===== src/dpc_pkg.sv =====
// ============================================================================
// dpc_pkg
// Shared constants, register indexes and types of the detector pixel
// correction pipeline.
// ============================================================================
package dpc_pkg;

    localparam int DPC_PIXEL_BITS = 16;
    localparam int DPC_COORD_BITS = 12;
    localparam int CFG_INDEX_BITS = 3;

    localparam logic [CFG_INDEX_BITS-1:0] REG_SATURATION_LEVEL = 3'd0;
    localparam logic [CFG_INDEX_BITS-1:0] REG_BACKGROUND_LEVEL = 3'd1;
    localparam logic [CFG_INDEX_BITS-1:0] REG_CENTER_X         = 3'd2;
    localparam logic [CFG_INDEX_BITS-1:0] REG_CENTER_Y         = 3'd3;
    localparam logic [CFG_INDEX_BITS-1:0] REG_BEAMSTOP_RADIUS  = 3'd4;
    localparam logic [CFG_INDEX_BITS-1:0] REG_CROSS_HALFWIDTH  = 3'd5;

    // mask state carried down the pipeline with each pixel
    typedef struct packed {
        logic keep;  // own mask bit and external mask combined
        logic hit;   // pixel falls in the beamstop or the cross
    } dpc_flags_t;

endpackage


===== src/dpc_if.sv =====
// ============================================================================
// dpc_if
// Handshake channels of the pixel correction block: pixel input beat,
// corrected pixel output beat and configuration write beat.
// ============================================================================
interface dpc_in_if #(
    parameter int PIXEL_BITS = 16,
    parameter int COORD_BITS = 12
);
    logic                  valid;
    logic                  ready;
    logic [PIXEL_BITS-1:0] raw_value;
    logic [PIXEL_BITS-1:0] dark_value;
    logic [PIXEL_BITS-1:0] noise_value;
    logic                  valid_in;
    logic                  mask_keep;
    logic [COORD_BITS-1:0] col;
    logic [COORD_BITS-1:0] row;

    modport source (
        output valid, raw_value, dark_value, noise_value, valid_in, mask_keep, col, row,
        input  ready
    );
    modport sink (
        input  valid, raw_value, dark_value, noise_value, valid_in, mask_keep, col, row,
        output ready
    );
endinterface

interface dpc_out_if #(
    parameter int PIXEL_BITS = 16
);
    logic                  valid;
    logic                  ready;
    logic [PIXEL_BITS-1:0] value_out;
    logic                  valid_out;

    modport source (
        output valid, value_out, valid_out,
        input  ready
    );
    modport sink (
        input  valid, value_out, valid_out,
        output ready
    );
endinterface

interface dpc_cfg_if #(
    parameter int INDEX_BITS = 3,
    parameter int DATA_BITS  = 16
);
    logic                  valid;
    logic                  ready;
    logic [INDEX_BITS-1:0] index;
    logic [DATA_BITS-1:0]  data;

    modport source (
        output valid, index, data,
        input  ready
    );
    modport sink (
        input  valid, index, data,
        output ready
    );
endinterface


===== src/dpc_front.sv =====
// ============================================================================
// dpc_front
// First pipeline stage: dark subtraction, noise difference and distances of
// the pixel from the beam centre.
// ============================================================================
module dpc_front #(
    parameter int PIXEL_BITS = 16,
    parameter int COORD_BITS = 12
) (
    input  logic                       clk,
    input  logic                       rst_n,
    input  logic                       in_vld,
    output logic                       in_rdy,
    input  logic [PIXEL_BITS-1:0]      raw_value,
    input  logic [PIXEL_BITS-1:0]      dark_value,
    input  logic [PIXEL_BITS-1:0]      noise_value,
    input  logic                       valid_in,
    input  logic                       mask_keep,
    input  logic [COORD_BITS-1:0]      col,
    input  logic [COORD_BITS-1:0]      row,
    input  logic [COORD_BITS-1:0]      center_x,
    input  logic [COORD_BITS-1:0]      center_y,
    output logic                       out_vld,
    input  logic                       out_rdy,
    output logic [PIXEL_BITS-1:0]      value,
    output logic [PIXEL_BITS-1:0]      diff,
    output logic                       below_noise,
    output dpc_pkg::dpc_flags_t        flags,
    output logic [COORD_BITS-1:0]      dx,
    output logic [COORD_BITS-1:0]      dy
);
    import dpc_pkg::*;

    logic                  vld_reg;
    logic                  vld_next;
    logic                  load;
    logic [PIXEL_BITS-1:0] dark_sub;
    logic [PIXEL_BITS-1:0] value_reg;
    logic [PIXEL_BITS-1:0] diff_reg;
    logic                  below_reg;
    dpc_flags_t            flags_reg;
    dpc_flags_t            flags_next;
    logic [COORD_BITS-1:0] dx_reg;
    logic [COORD_BITS-1:0] dx_next;
    logic [COORD_BITS-1:0] dy_reg;
    logic [COORD_BITS-1:0] dy_next;

    assign in_rdy = !vld_reg || out_rdy;
    assign load   = in_vld && in_rdy;

    always_comb
    begin
        dark_sub        = (raw_value > dark_value) ? raw_value - dark_value : '0;
        dx_next         = (col > center_x) ? col - center_x : center_x - col;
        dy_next         = (row > center_y) ? row - center_y : center_y - row;
        flags_next.keep = valid_in && mask_keep;
        flags_next.hit  = 1'b0;
        if (load)
        begin
            vld_next = 1'b1;
        end
        else if (out_rdy)
        begin
            vld_next = 1'b0;
        end
        else
        begin
            vld_next = vld_reg;
        end
    end

    always_ff @(posedge clk or negedge rst_n)
    begin
        if (!rst_n)
        begin
            vld_reg <= 1'b0;
        end
        else
        begin
            vld_reg <= vld_next;
        end
    end

    always_ff @(posedge clk)
    begin
        if (load)
        begin
            value_reg <= dark_sub;
            diff_reg  <= dark_sub - noise_value;
            below_reg <= noise_value > dark_sub;
            flags_reg <= flags_next;
            dx_reg    <= dx_next;
            dy_reg    <= dy_next;
        end
    end

    assign out_vld     = vld_reg;
    assign value       = value_reg;
    assign diff        = diff_reg;
    assign below_noise = below_reg;
    assign flags       = flags_reg;
    assign dx          = dx_reg;
    assign dy          = dy_reg;

endmodule


===== src/dpc_square.sv =====
// ============================================================================
// dpc_square
// Second pipeline stage: squares of the noise excess, of the centre distances
// and of the beamstop radius; cross test.
// ============================================================================
module dpc_square #(
    parameter int PIXEL_BITS = 16,
    parameter int COORD_BITS = 12
) (
    input  logic                        clk,
    input  logic                        rst_n,
    input  logic                        in_vld,
    output logic                        in_rdy,
    input  logic [PIXEL_BITS-1:0]       value,
    input  logic [PIXEL_BITS-1:0]       diff,
    input  logic                        below_noise,
    input  dpc_pkg::dpc_flags_t         flags,
    input  logic [COORD_BITS-1:0]       dx,
    input  logic [COORD_BITS-1:0]       dy,
    input  logic [COORD_BITS-1:0]       beamstop_radius,
    input  logic [COORD_BITS-1:0]       cross_halfwidth,
    output logic                        out_vld,
    input  logic                        out_rdy,
    output logic [PIXEL_BITS-1:0]       value_q,
    output logic [PIXEL_BITS-1:0]       diff_q,
    output logic                        below_noise_q,
    output dpc_pkg::dpc_flags_t         flags_q,
    output logic [2*PIXEL_BITS-1:0]     diff_sq,
    output logic [2*COORD_BITS-1:0]     dx_sq,
    output logic [2*COORD_BITS-1:0]     dy_sq,
    output logic [2*COORD_BITS-1:0]     radius_sq
);
    import dpc_pkg::*;

    logic                    vld_reg;
    logic                    vld_next;
    logic                    load;
    logic [2*PIXEL_BITS-1:0] diff_wide;
    logic [2*COORD_BITS-1:0] dx_wide;
    logic [2*COORD_BITS-1:0] dy_wide;
    logic [2*COORD_BITS-1:0] radius_wide;
    dpc_flags_t              flags_next;
    logic [PIXEL_BITS-1:0]   value_reg;
    logic [PIXEL_BITS-1:0]   diff_reg;
    logic                    below_reg;
    dpc_flags_t              flags_reg;
    logic [2*PIXEL_BITS-1:0] diff_sq_reg;
    logic [2*COORD_BITS-1:0] dx_sq_reg;
    logic [2*COORD_BITS-1:0] dy_sq_reg;
    logic [2*COORD_BITS-1:0] radius_sq_reg;

    assign in_rdy = !vld_reg || out_rdy;
    assign load   = in_vld && in_rdy;

    always_comb
    begin
        diff_wide       = {{PIXEL_BITS{1'b0}}, diff};
        dx_wide         = {{COORD_BITS{1'b0}}, dx};
        dy_wide         = {{COORD_BITS{1'b0}}, dy};
        radius_wide     = {{COORD_BITS{1'b0}}, beamstop_radius};
        flags_next.keep = flags.keep;
        // min(dx, dy) below the half-width
        flags_next.hit  = flags.hit || (dx < cross_halfwidth) || (dy < cross_halfwidth);
        if (load)
        begin
            vld_next = 1'b1;
        end
        else if (out_rdy)
        begin
            vld_next = 1'b0;
        end
        else
        begin
            vld_next = vld_reg;
        end
    end

    always_ff @(posedge clk or negedge rst_n)
    begin
        if (!rst_n)
        begin
            vld_reg <= 1'b0;
        end
        else
        begin
            vld_reg <= vld_next;
        end
    end

    always_ff @(posedge clk)
    begin
        if (load)
        begin
            value_reg     <= value;
            diff_reg      <= diff;
            below_reg     <= below_noise;
            flags_reg     <= flags_next;
            diff_sq_reg   <= diff_wide * diff_wide;
            dx_sq_reg     <= dx_wide * dx_wide;
            dy_sq_reg     <= dy_wide * dy_wide;
            radius_sq_reg <= radius_wide * radius_wide;
        end
    end

    assign out_vld       = vld_reg;
    assign value_q       = value_reg;
    assign diff_q        = diff_reg;
    assign below_noise_q = below_reg;
    assign flags_q       = flags_reg;
    assign diff_sq       = diff_sq_reg;
    assign dx_sq         = dx_sq_reg;
    assign dy_sq         = dy_sq_reg;
    assign radius_sq     = radius_sq_reg;

endmodule


===== src/dpc_decide.sv =====
// ============================================================================
// dpc_decide
// Third pipeline stage: noise threshold against the square of the excess
// and beamstop test against the squared radius.
// ============================================================================
module dpc_decide #(
    parameter int PIXEL_BITS = 16,
    parameter int COORD_BITS = 12
) (
    input  logic                        clk,
    input  logic                        rst_n,
    input  logic                        in_vld,
    output logic                        in_rdy,
    input  logic [PIXEL_BITS-1:0]       value,
    input  logic [PIXEL_BITS-1:0]       diff,
    input  logic                        below_noise,
    input  dpc_pkg::dpc_flags_t         flags,
    input  logic [2*PIXEL_BITS-1:0]     diff_sq,
    input  logic [2*COORD_BITS-1:0]     dx_sq,
    input  logic [2*COORD_BITS-1:0]     dy_sq,
    input  logic [2*COORD_BITS-1:0]     radius_sq,
    output logic                        out_vld,
    input  logic                        out_rdy,
    output logic [PIXEL_BITS-1:0]       value_q,
    output dpc_pkg::dpc_flags_t         flags_q
);
    import dpc_pkg::*;

    logic                    vld_reg;
    logic                    vld_next;
    logic                    load;
    logic                    noise_zero;
    logic [2*COORD_BITS:0]   dist_sq;
    logic [PIXEL_BITS-1:0]   value_next;
    dpc_flags_t              flags_next;
    logic [PIXEL_BITS-1:0]   value_reg;
    dpc_flags_t              flags_reg;

    assign in_rdy = !vld_reg || out_rdy;
    assign load   = in_vld && in_rdy;

    always_comb
    begin
        noise_zero      = below_noise || (diff_sq < {{PIXEL_BITS{1'b0}}, value});
        value_next      = noise_zero ? '0 : diff;
        dist_sq         = {1'b0, dx_sq} + {1'b0, dy_sq};
        flags_next.keep = flags.keep;
        flags_next.hit  = flags.hit || (dist_sq < {1'b0, radius_sq});
        if (load)
        begin
            vld_next = 1'b1;
        end
        else if (out_rdy)
        begin
            vld_next = 1'b0;
        end
        else
        begin
            vld_next = vld_reg;
        end
    end

    always_ff @(posedge clk or negedge rst_n)
    begin
        if (!rst_n)
        begin
            vld_reg <= 1'b0;
        end
        else
        begin
            vld_reg <= vld_next;
        end
    end

    always_ff @(posedge clk)
    begin
        if (load)
        begin
            value_reg <= value_next;
            flags_reg <= flags_next;
        end
    end

    assign out_vld = vld_reg;
    assign value_q = value_reg;
    assign flags_q = flags_reg;

endmodule


===== src/dpc_finish.sv =====
// ============================================================================
// dpc_finish
// Last pipeline stage and output register: saturation, background
// subtraction and final mask bit.
// ============================================================================
module dpc_finish #(
    parameter int PIXEL_BITS = 16
) (
    input  logic                   clk,
    input  logic                   rst_n,
    input  logic                   in_vld,
    output logic                   in_rdy,
    input  logic [PIXEL_BITS-1:0]  value,
    input  dpc_pkg::dpc_flags_t    flags,
    input  logic [PIXEL_BITS-1:0]  saturation_level,
    input  logic [PIXEL_BITS-1:0]  background_level,
    output logic                   out_vld,
    input  logic                   out_rdy,
    output logic [PIXEL_BITS-1:0]  value_out,
    output logic                   valid_out
);
    import dpc_pkg::*;

    logic                  vld_reg;
    logic                  vld_next;
    logic                  load;
    logic                  saturated;
    logic [PIXEL_BITS-1:0] bg_sub;
    logic [PIXEL_BITS-1:0] value_next;
    logic [PIXEL_BITS-1:0] value_reg;
    logic                  valid_reg;

    assign in_rdy = !vld_reg || out_rdy;
    assign load   = in_vld && in_rdy;

    always_comb
    begin
        saturated  = (saturation_level != '0) && (value >= saturation_level);
        bg_sub     = (value > background_level) ? value - background_level : '0;
        value_next = (saturated || flags.hit) ? '0 : bg_sub;
        if (load)
        begin
            vld_next = 1'b1;
        end
        else if (out_rdy)
        begin
            vld_next = 1'b0;
        end
        else
        begin
            vld_next = vld_reg;
        end
    end

    always_ff @(posedge clk or negedge rst_n)
    begin
        if (!rst_n)
        begin
            vld_reg <= 1'b0;
        end
        else
        begin
            vld_reg <= vld_next;
        end
    end

    always_ff @(posedge clk)
    begin
        if (load)
        begin
            value_reg <= value_next;
            valid_reg <= flags.keep && !saturated && !flags.hit;
        end
    end

    assign out_vld   = vld_reg;
    assign value_out = value_reg;
    assign valid_out = valid_reg;

endmodule


===== src/detector_pixel_correction.sv =====
// path: an accepted input beat passes the front, square, decide and finish registers to its output beat
// throughput: one pixel per cycle, set by the four-stage pipeline with one
//   multiplier bank in the second stage; each stage holds when its successor is full
// reset: pipeline valid bits and all configuration registers clear to zero;
//   the front stage is empty, so the block can take a pixel right after reset
// ============================================================================
// detector_pixel_correction
// Streaming per-pixel correction: dark, noise, mask, saturation, background
// and beamstop/cross masking, with a configuration write port.
// ============================================================================
module detector_pixel_correction #(
    parameter int PIXEL_BITS = dpc_pkg::DPC_PIXEL_BITS,
    parameter int COORD_BITS = dpc_pkg::DPC_COORD_BITS
) (
    input  logic       clk,
    input  logic       rst_n,
    dpc_in_if.sink     pix_in,
    dpc_out_if.source  pix_out,
    dpc_cfg_if.sink    cfg
);
    import dpc_pkg::*;

    logic [PIXEL_BITS-1:0]   saturation_level_reg;
    logic [PIXEL_BITS-1:0]   background_level_reg;
    logic [COORD_BITS-1:0]   center_x_reg;
    logic [COORD_BITS-1:0]   center_y_reg;
    logic [COORD_BITS-1:0]   beamstop_radius_reg;
    logic [COORD_BITS-1:0]   cross_halfwidth_reg;

    logic                    s1_vld;
    logic                    s1_rdy;
    logic [PIXEL_BITS-1:0]   s1_value;
    logic [PIXEL_BITS-1:0]   s1_diff;
    logic                    s1_below;
    dpc_flags_t              s1_flags;
    logic [COORD_BITS-1:0]   s1_dx;
    logic [COORD_BITS-1:0]   s1_dy;

    logic                    s2_vld;
    logic                    s2_rdy;
    logic [PIXEL_BITS-1:0]   s2_value;
    logic [PIXEL_BITS-1:0]   s2_diff;
    logic                    s2_below;
    dpc_flags_t              s2_flags;
    logic [2*PIXEL_BITS-1:0] s2_diff_sq;
    logic [2*COORD_BITS-1:0] s2_dx_sq;
    logic [2*COORD_BITS-1:0] s2_dy_sq;
    logic [2*COORD_BITS-1:0] s2_radius_sq;

    logic                    s3_vld;
    logic                    s3_rdy;
    logic [PIXEL_BITS-1:0]   s3_value;
    dpc_flags_t              s3_flags;

    assign cfg.ready = 1'b1;

    always_ff @(posedge clk or negedge rst_n)
    begin
        if (!rst_n)
        begin
            saturation_level_reg <= '0;
            background_level_reg <= '0;
            center_x_reg         <= '0;
            center_y_reg         <= '0;
            beamstop_radius_reg  <= '0;
            cross_halfwidth_reg  <= '0;
        end
        else if (cfg.valid)
        begin
            unique case (cfg.index)
                REG_SATURATION_LEVEL: saturation_level_reg <= cfg.data[PIXEL_BITS-1:0];
                REG_BACKGROUND_LEVEL: background_level_reg <= cfg.data[PIXEL_BITS-1:0];
                REG_CENTER_X:         center_x_reg         <= cfg.data[COORD_BITS-1:0];
                REG_CENTER_Y:         center_y_reg         <= cfg.data[COORD_BITS-1:0];
                REG_BEAMSTOP_RADIUS:  beamstop_radius_reg  <= cfg.data[COORD_BITS-1:0];
                REG_CROSS_HALFWIDTH:  cross_halfwidth_reg  <= cfg.data[COORD_BITS-1:0];
                default:              ;
            endcase
        end
    end

    dpc_front #(
        .PIXEL_BITS (PIXEL_BITS),
        .COORD_BITS (COORD_BITS)
    ) u_front (
        .clk         (clk),
        .rst_n       (rst_n),
        .in_vld      (pix_in.valid),
        .in_rdy      (pix_in.ready),
        .raw_value   (pix_in.raw_value),
        .dark_value  (pix_in.dark_value),
        .noise_value (pix_in.noise_value),
        .valid_in    (pix_in.valid_in),
        .mask_keep   (pix_in.mask_keep),
        .col         (pix_in.col),
        .row         (pix_in.row),
        .center_x    (center_x_reg),
        .center_y    (center_y_reg),
        .out_vld     (s1_vld),
        .out_rdy     (s1_rdy),
        .value       (s1_value),
        .diff        (s1_diff),
        .below_noise (s1_below),
        .flags       (s1_flags),
        .dx          (s1_dx),
        .dy          (s1_dy)
    );

    dpc_square #(
        .PIXEL_BITS (PIXEL_BITS),
        .COORD_BITS (COORD_BITS)
    ) u_square (
        .clk             (clk),
        .rst_n           (rst_n),
        .in_vld          (s1_vld),
        .in_rdy          (s1_rdy),
        .value           (s1_value),
        .diff            (s1_diff),
        .below_noise     (s1_below),
        .flags           (s1_flags),
        .dx              (s1_dx),
        .dy              (s1_dy),
        .beamstop_radius (beamstop_radius_reg),
        .cross_halfwidth (cross_halfwidth_reg),
        .out_vld         (s2_vld),
        .out_rdy         (s2_rdy),
        .value_q         (s2_value),
        .diff_q          (s2_diff),
        .below_noise_q   (s2_below),
        .flags_q         (s2_flags),
        .diff_sq         (s2_diff_sq),
        .dx_sq           (s2_dx_sq),
        .dy_sq           (s2_dy_sq),
        .radius_sq       (s2_radius_sq)
    );

    dpc_decide #(
        .PIXEL_BITS (PIXEL_BITS),
        .COORD_BITS (COORD_BITS)
    ) u_decide (
        .clk         (clk),
        .rst_n       (rst_n),
        .in_vld      (s2_vld),
        .in_rdy      (s2_rdy),
        .value       (s2_value),
        .diff        (s2_diff),
        .below_noise (s2_below),
        .flags       (s2_flags),
        .diff_sq     (s2_diff_sq),
        .dx_sq       (s2_dx_sq),
        .dy_sq       (s2_dy_sq),
        .radius_sq   (s2_radius_sq),
        .out_vld     (s3_vld),
        .out_rdy     (s3_rdy),
        .value_q     (s3_value),
        .flags_q     (s3_flags)
    );

    dpc_finish #(
        .PIXEL_BITS (PIXEL_BITS)
    ) u_finish (
        .clk              (clk),
        .rst_n            (rst_n),
        .in_vld           (s3_vld),
        .in_rdy           (s3_rdy),
        .value            (s3_value),
        .flags            (s3_flags),
        .saturation_level (saturation_level_reg),
        .background_level (background_level_reg),
        .out_vld          (pix_out.valid),
        .out_rdy          (pix_out.ready),
        .value_out        (pix_out.value_out),
        .valid_out        (pix_out.valid_out)
    );

endmodule

===== src/flat_wrapper.sv =====
// flat-port wrapper written by rule: the top's interface ports become plain ports
module detector_pixel_correction_flat import dpc_pkg::*;
#(
    parameter int PIXEL_BITS = dpc_pkg::DPC_PIXEL_BITS,
    parameter int COORD_BITS = dpc_pkg::DPC_COORD_BITS
)
  (clk, rst_n, pix_in_valid, pix_in_raw_value, pix_in_dark_value, pix_in_noise_value, pix_in_valid_in, pix_in_mask_keep, pix_in_col, pix_in_row, pix_in_ready, pix_out_valid, pix_out_value_out, pix_out_valid_out, pix_out_ready, cfg_valid, cfg_index, cfg_data, cfg_ready);
  dpc_in_if #(.PIXEL_BITS(PIXEL_BITS), .COORD_BITS(COORD_BITS)) pix_in_i ();
  dpc_out_if #(.PIXEL_BITS(PIXEL_BITS)) pix_out_i ();
  dpc_cfg_if cfg_i ();
  input  logic clk;
  input  logic rst_n;
  input wire logic [$bits(pix_in_i.valid)-1:0] pix_in_valid;
  input wire logic [$bits(pix_in_i.raw_value)-1:0] pix_in_raw_value;
  input wire logic [$bits(pix_in_i.dark_value)-1:0] pix_in_dark_value;
  input wire logic [$bits(pix_in_i.noise_value)-1:0] pix_in_noise_value;
  input wire logic [$bits(pix_in_i.valid_in)-1:0] pix_in_valid_in;
  input wire logic [$bits(pix_in_i.mask_keep)-1:0] pix_in_mask_keep;
  input wire logic [$bits(pix_in_i.col)-1:0] pix_in_col;
  input wire logic [$bits(pix_in_i.row)-1:0] pix_in_row;
  output wire logic [$bits(pix_in_i.ready)-1:0] pix_in_ready;
  output wire logic [$bits(pix_out_i.valid)-1:0] pix_out_valid;
  output wire logic [$bits(pix_out_i.value_out)-1:0] pix_out_value_out;
  output wire logic [$bits(pix_out_i.valid_out)-1:0] pix_out_valid_out;
  input wire logic [$bits(pix_out_i.ready)-1:0] pix_out_ready;
  input wire logic [$bits(cfg_i.valid)-1:0] cfg_valid;
  input wire logic [$bits(cfg_i.index)-1:0] cfg_index;
  input wire logic [$bits(cfg_i.data)-1:0] cfg_data;
  output wire logic [$bits(cfg_i.ready)-1:0] cfg_ready;
  assign pix_in_i.valid = pix_in_valid;
  assign pix_in_i.raw_value = pix_in_raw_value;
  assign pix_in_i.dark_value = pix_in_dark_value;
  assign pix_in_i.noise_value = pix_in_noise_value;
  assign pix_in_i.valid_in = pix_in_valid_in;
  assign pix_in_i.mask_keep = pix_in_mask_keep;
  assign pix_in_i.col = pix_in_col;
  assign pix_in_i.row = pix_in_row;
  assign pix_in_ready = pix_in_i.ready;
  assign pix_out_valid = pix_out_i.valid;
  assign pix_out_value_out = pix_out_i.value_out;
  assign pix_out_valid_out = pix_out_i.valid_out;
  assign pix_out_i.ready = pix_out_ready;
  assign cfg_i.valid = cfg_valid;
  assign cfg_i.index = cfg_index;
  assign cfg_i.data = cfg_data;
  assign cfg_ready = cfg_i.ready;
  detector_pixel_correction #(.PIXEL_BITS(PIXEL_BITS), .COORD_BITS(COORD_BITS)) u_core (.clk(clk), .rst_n(rst_n), .pix_in(pix_in_i), .pix_out(pix_out_i), .cfg(cfg_i));
endmodule

===== config.mk =====
export PLATFORM = sky130hd
export DESIGN_NAME = detector_pixel_correction_flat
export DESIGN_NICKNAME = d
export VERILOG_FILES = /design/src/dpc_pkg.sv /design/src/dpc_if.sv /design/src/dpc_front.sv /design/src/dpc_square.sv /design/src/dpc_decide.sv /design/src/dpc_finish.sv /design/src/detector_pixel_correction.sv /design/src/flat_wrapper.sv
export SDC_FILE = /design/constraint.sdc
export NUM_CORES = 2
export LEC_CHECK = 0
export BUFFER_PORTS_ARGS = -buffer_cell sky130_fd_sc_hd__clkbuf_2
export CAP_MARGIN = 0
export CORE_MARGIN = 1.5
export CORE_UTILIZATION = 48
export CTS_BUF_LIST = sky130_fd_sc_hd__clkbuf_4
export DETAILED_ROUTE_END_ITERATION = 8
export PLACE_DENSITY_LB_ADDON = 0.15
export SLEW_MARGIN = 20
export SYNTH_ARGS = -nofsm -noshare
export SYNTH_HDL_FRONTEND = slang
export SYNTH_SLANG_ARGS = --single-unit

===== constraint.sdc =====
create_clock -name clk -period 15.7 [get_ports clk]
set_input_delay 4.71 -clock clk [delete_from_list [all_inputs] [get_ports clk]]
set_output_delay 4.71 -clock clk [all_outputs]
set_load 0.05 [all_outputs]

# Word level (Yosys, flattened, before mapping)
# Index checks and enable logic that the tools add are counted.
# word_totals
regBits	316
out_inout_bits	20
# classes
n_addsub	8
multipliers	4
n_lt_le_gt_ge	10
eq_ne	5
muxes	11
bitwise	1
n_reduce_logical	35
# ops
op	count
multiplier 12 x 12 -> 24 bit	3
> comparator 16 bit	3
subtractor 12 bit	4
subtractor 16 bit	3
< comparator 32 x 16 -> 1 bit	1
multiplier 16 x 16 -> 32 bit	1
adder 24 x 24 -> 25 bit	1
< comparator 25 x 24 -> 1 bit	1
> comparator 12 bit	2
< comparator 12 bit	2
two-way mux 12 bit	2
>= comparator 16 bit	1
two-way mux 16 bit	1
nonzero test 16 bit	1
AND reduction 2 bit	6
logical AND 1 bit	8
logical OR 1 bit	8
two-way mux 1 bit	8
nonzero test 2 bit	4
== test 3 x 2 -> 1 bit (second input constant)	2
== test 3 bit (second input constant)	2
logical NOT 1 bit	6
== test 3 x 1 -> 1 bit (second input constant)	1
logical NOT 3 bit	1
2 further kinds	2

# Logic depth before layout (Yosys ltp)
# logic_depth
depth_word	7
depth_mapped	27
ltp_nobuf	26

# Cells and area by module
# From an unflattened synthesis, not the netlist that was laid out.
# unflattened
cells_unflattened	3740
hier_area_um2	36860.4
# modules_own_cells
mod	n_inst	cells_each	area_each_um2
dpc_square	1	2349	23233.5
dpc_front	1	614	5566.6
detector_pixel_correction	1	175	3037.9
dpc_decide	1	365	3010.4
dpc_finish	1	237	2011.9

# Worst setup path before layout
# OpenSTA, ideal clock, no wires.
# synth_timing
kind	input-to-output
startpoint	input pix_out_ready
endpoint	output pix_in_ready
arrival_time_ps	5466
required_time_ps	10990
path_slack_ps	5524
stages	2
path_buffers	0
path_cell_list	nor2b_1 -> nand4_1
# synth_between
elab_chain_cells	4
# synth_rtl
element	line	source
start, declared	flat_wrapper.sv:25	input wire logic [$bits(pix_out_i.ready)-1:0] pix_out_ready;
logical OR 1 bit	dpc_finish.sv:33	assign in_rdy = !vld_reg || out_rdy;
logical OR 1 bit	dpc_decide.sv:39	assign in_rdy = !vld_reg || out_rdy;
logical OR 1 bit	dpc_square.sv:52	assign in_rdy = !vld_reg || out_rdy;
logical OR 1 bit	dpc_front.sv:48	assign in_rdy = !vld_reg || out_rdy;
end, declared	flat_wrapper.sv:21	output wire logic [$bits(pix_in_i.ready)-1:0] pix_in_ready;
# Every way passes these cells.

# Worst setup path after layout
# Ends and elaborated chain as after synthesis.

==> results.ini <==
[setup_path]
crit_path_end_kind=output pin
arrival_ns=5.49
path_class=input port to output pin
crit_fanout=5
crit_required_ns=10.99
critPathLaunchType=input port

[global_routing]
grt_max_degree=72
overflow=0
grt_first_pass_wirelength_mm=126
grt.total_usage_pct=21.1
grt_pass1_vias=24700
antenna_found_initial=1

[finish]
largest_register_ffs=30
drive_gt1_share_pct=9.19
syn_to_final_growth_pct=7.83
multi_input_area_um2=23200
finalNonFillerCells=4736
utilization_pct=52.3
seq_area_um2=8920
n_fill_cell=6831
fin_nets=4663

[placement]
gp_congestion=0.846
dp_cells=4572
dp_slack_ns=4.98
port_buffers=116
hpwl_mm=61.4

[hold_path]
min_path_type=flip-flop to flip-flop

[sta]
timing_hold_violations_final=0
layout_min_cycle_time_ns=10.20
min_period_over_period_pct=65.0
finalWorstSetupSlack_ns=5.50
worstMarginPinSlew_ns=1.03
rsz0062_at_grt=no
skew_ns=0.0951
final-max-slew-violation-count=0
tns_ns=0
relSlewSlack_pct=31.5
fmax_mhz=98.0
setup_viol=0

[floorplan]
die_y_um=274
die_w_um=274
initial_core_util_pct=48.5
rows=99
dieArea_um2=75200
core-area_um2=72800
ioPinCount=118

[routing]
drc_errors=0
drt_iter0_markers=1000
viasPerCell=5.02
wire_per_inst_um=16.0
routed_wl_mm=75.7
final_antenna_net_count=0
vias=23800
drtPass1Iterations=5

[logic_synthesis]
syn_nets=4529
mappedNetlistArea_um2=35300
synthTopCellsByCount=inv_1, ha_1, fa_1
synth_area_leaders=fa_1, edfxtp_1, ha_1, inv_1, dfrtp_1
ys_async_sr_fraction_pct=27.0
synth-main-ff-cell=edfxtp_1
yosysTopAreaCell=fa_1
synth_edf_count=227
netlist_instances=3569
synth_cell_types=70
synth.avg_cell_area_um2=9.89
synthMostInstantiatedCell=inv_1
yosys_warnings=0
ys_seq_elements=311
netlist.area_leader.share_pct=23.0
seq_area_frac_synth_pct=25.3

[clock_tree]
clk_latency_ns=0.85
cts_buffers=88
clkTransAtPathRegs_ns=0.06
post-cts-setup-buffers=0
root_buffer=clkbuf_4
clockBufferDepth=3
htree_levels=3
cts_tree=done
cts_resized=0
cts_sinks=311
holdBufCountCts=0

[flow_run]
max_cap_viol_count=0

[outcome]
outcome=finished, final reports clean

stage by stage:
stage	area [um^2]	hold slack, ns
6_report	38100	0.418
5_1_grt	38100	0.424
4_1_cts	38100	0.422
3_5_place_dp	36900	0.405
3_3_place_gp	36900	0.402
2_1_floorplan	35300	0.400
area by class of cell:
class,count,area share (%)
antenna,2,0.0132
clock buffer,130,2.56
clock inverter,32,0.533
inverter,774,7.63
multi-input combinational,2399,60.9
sequential,311,23.4
tap,959,3.15
timing repair buffer,129,1.79
kinds of logic after synthesis:
group	Yosys count	synth area share, %
muxes	60	1.85
and+or+nand+nor	823	11.5
DFF	311	25.3
adders and majority gates	862	39.2
buffers and inverters	859	9.17
xor gates and xnor gates	167	4.14
AOI/OAI and AO/OA	486	8.84
other	1	0.0106
worst max-delay path: stages:
cell and delay, ns:
clkbuf_2 0.08, nor2b_1 0.26, nand4_1 0.18, clkbuf_2 0.27
final timing paths:
path	start	cells after the start	slack (ns)	to
worst max-delay path	pix_out_ready	4	5.50	pix_in_ready
worst min-delay path	u_core.u_front.value[9]$_DFFE_PP_	0	0.42	u_core.u_square.value_q[9]$_DFFE_PP_
worst max register to register	u_core.u_front.diff[3]$_DFFE_PP_	23	8.53	u_core.u_square.diff_sq[31]$_DFFE_PP_
worst min register to register	u_core.u_front.value[9]$_DFFE_PP_	0	0.42	u_core.u_square.value_q[9]$_DFFE_PP_
max in group asynchronous	rst_n	2	10.71	u_core.center_y_reg[7]$_DFFE_PN0P_
min in group asynchronous	rst_n	1	3.81	u_core.center_x_reg[4]$_DFFE_PN0P_
per-layer routing:
layer	track usage, %	routed length (um)
met2	38.2	38700
met3	2.52	1970
met1	26.2	33300
met4	6.28	1780
met5	0	0
cells in the final DEF, fill, tap and decap left out, drive strengths merged, types with 120 or more instances in the layout:
| cell type | netlist | final |
|---|---|---|
| o21ai | 125 | 125 |
| nand2 | 268 | 268 |
| inv | 774 | 778 |
| clkbuf | 75 | 245 |
| edfxtp | 227 | 227 |
| fa | 405 | 405 |
| nor2 | 133 | 133 |
| xnor2 | 120 | 120 |
| a21oi | 128 | 128 |
| and2 | 174 | 174 |
| ha | 457 | 457 |
Power is not shown: default switching activity piles up to over one toggle a cycle in this logic, so the estimate is an artifact.
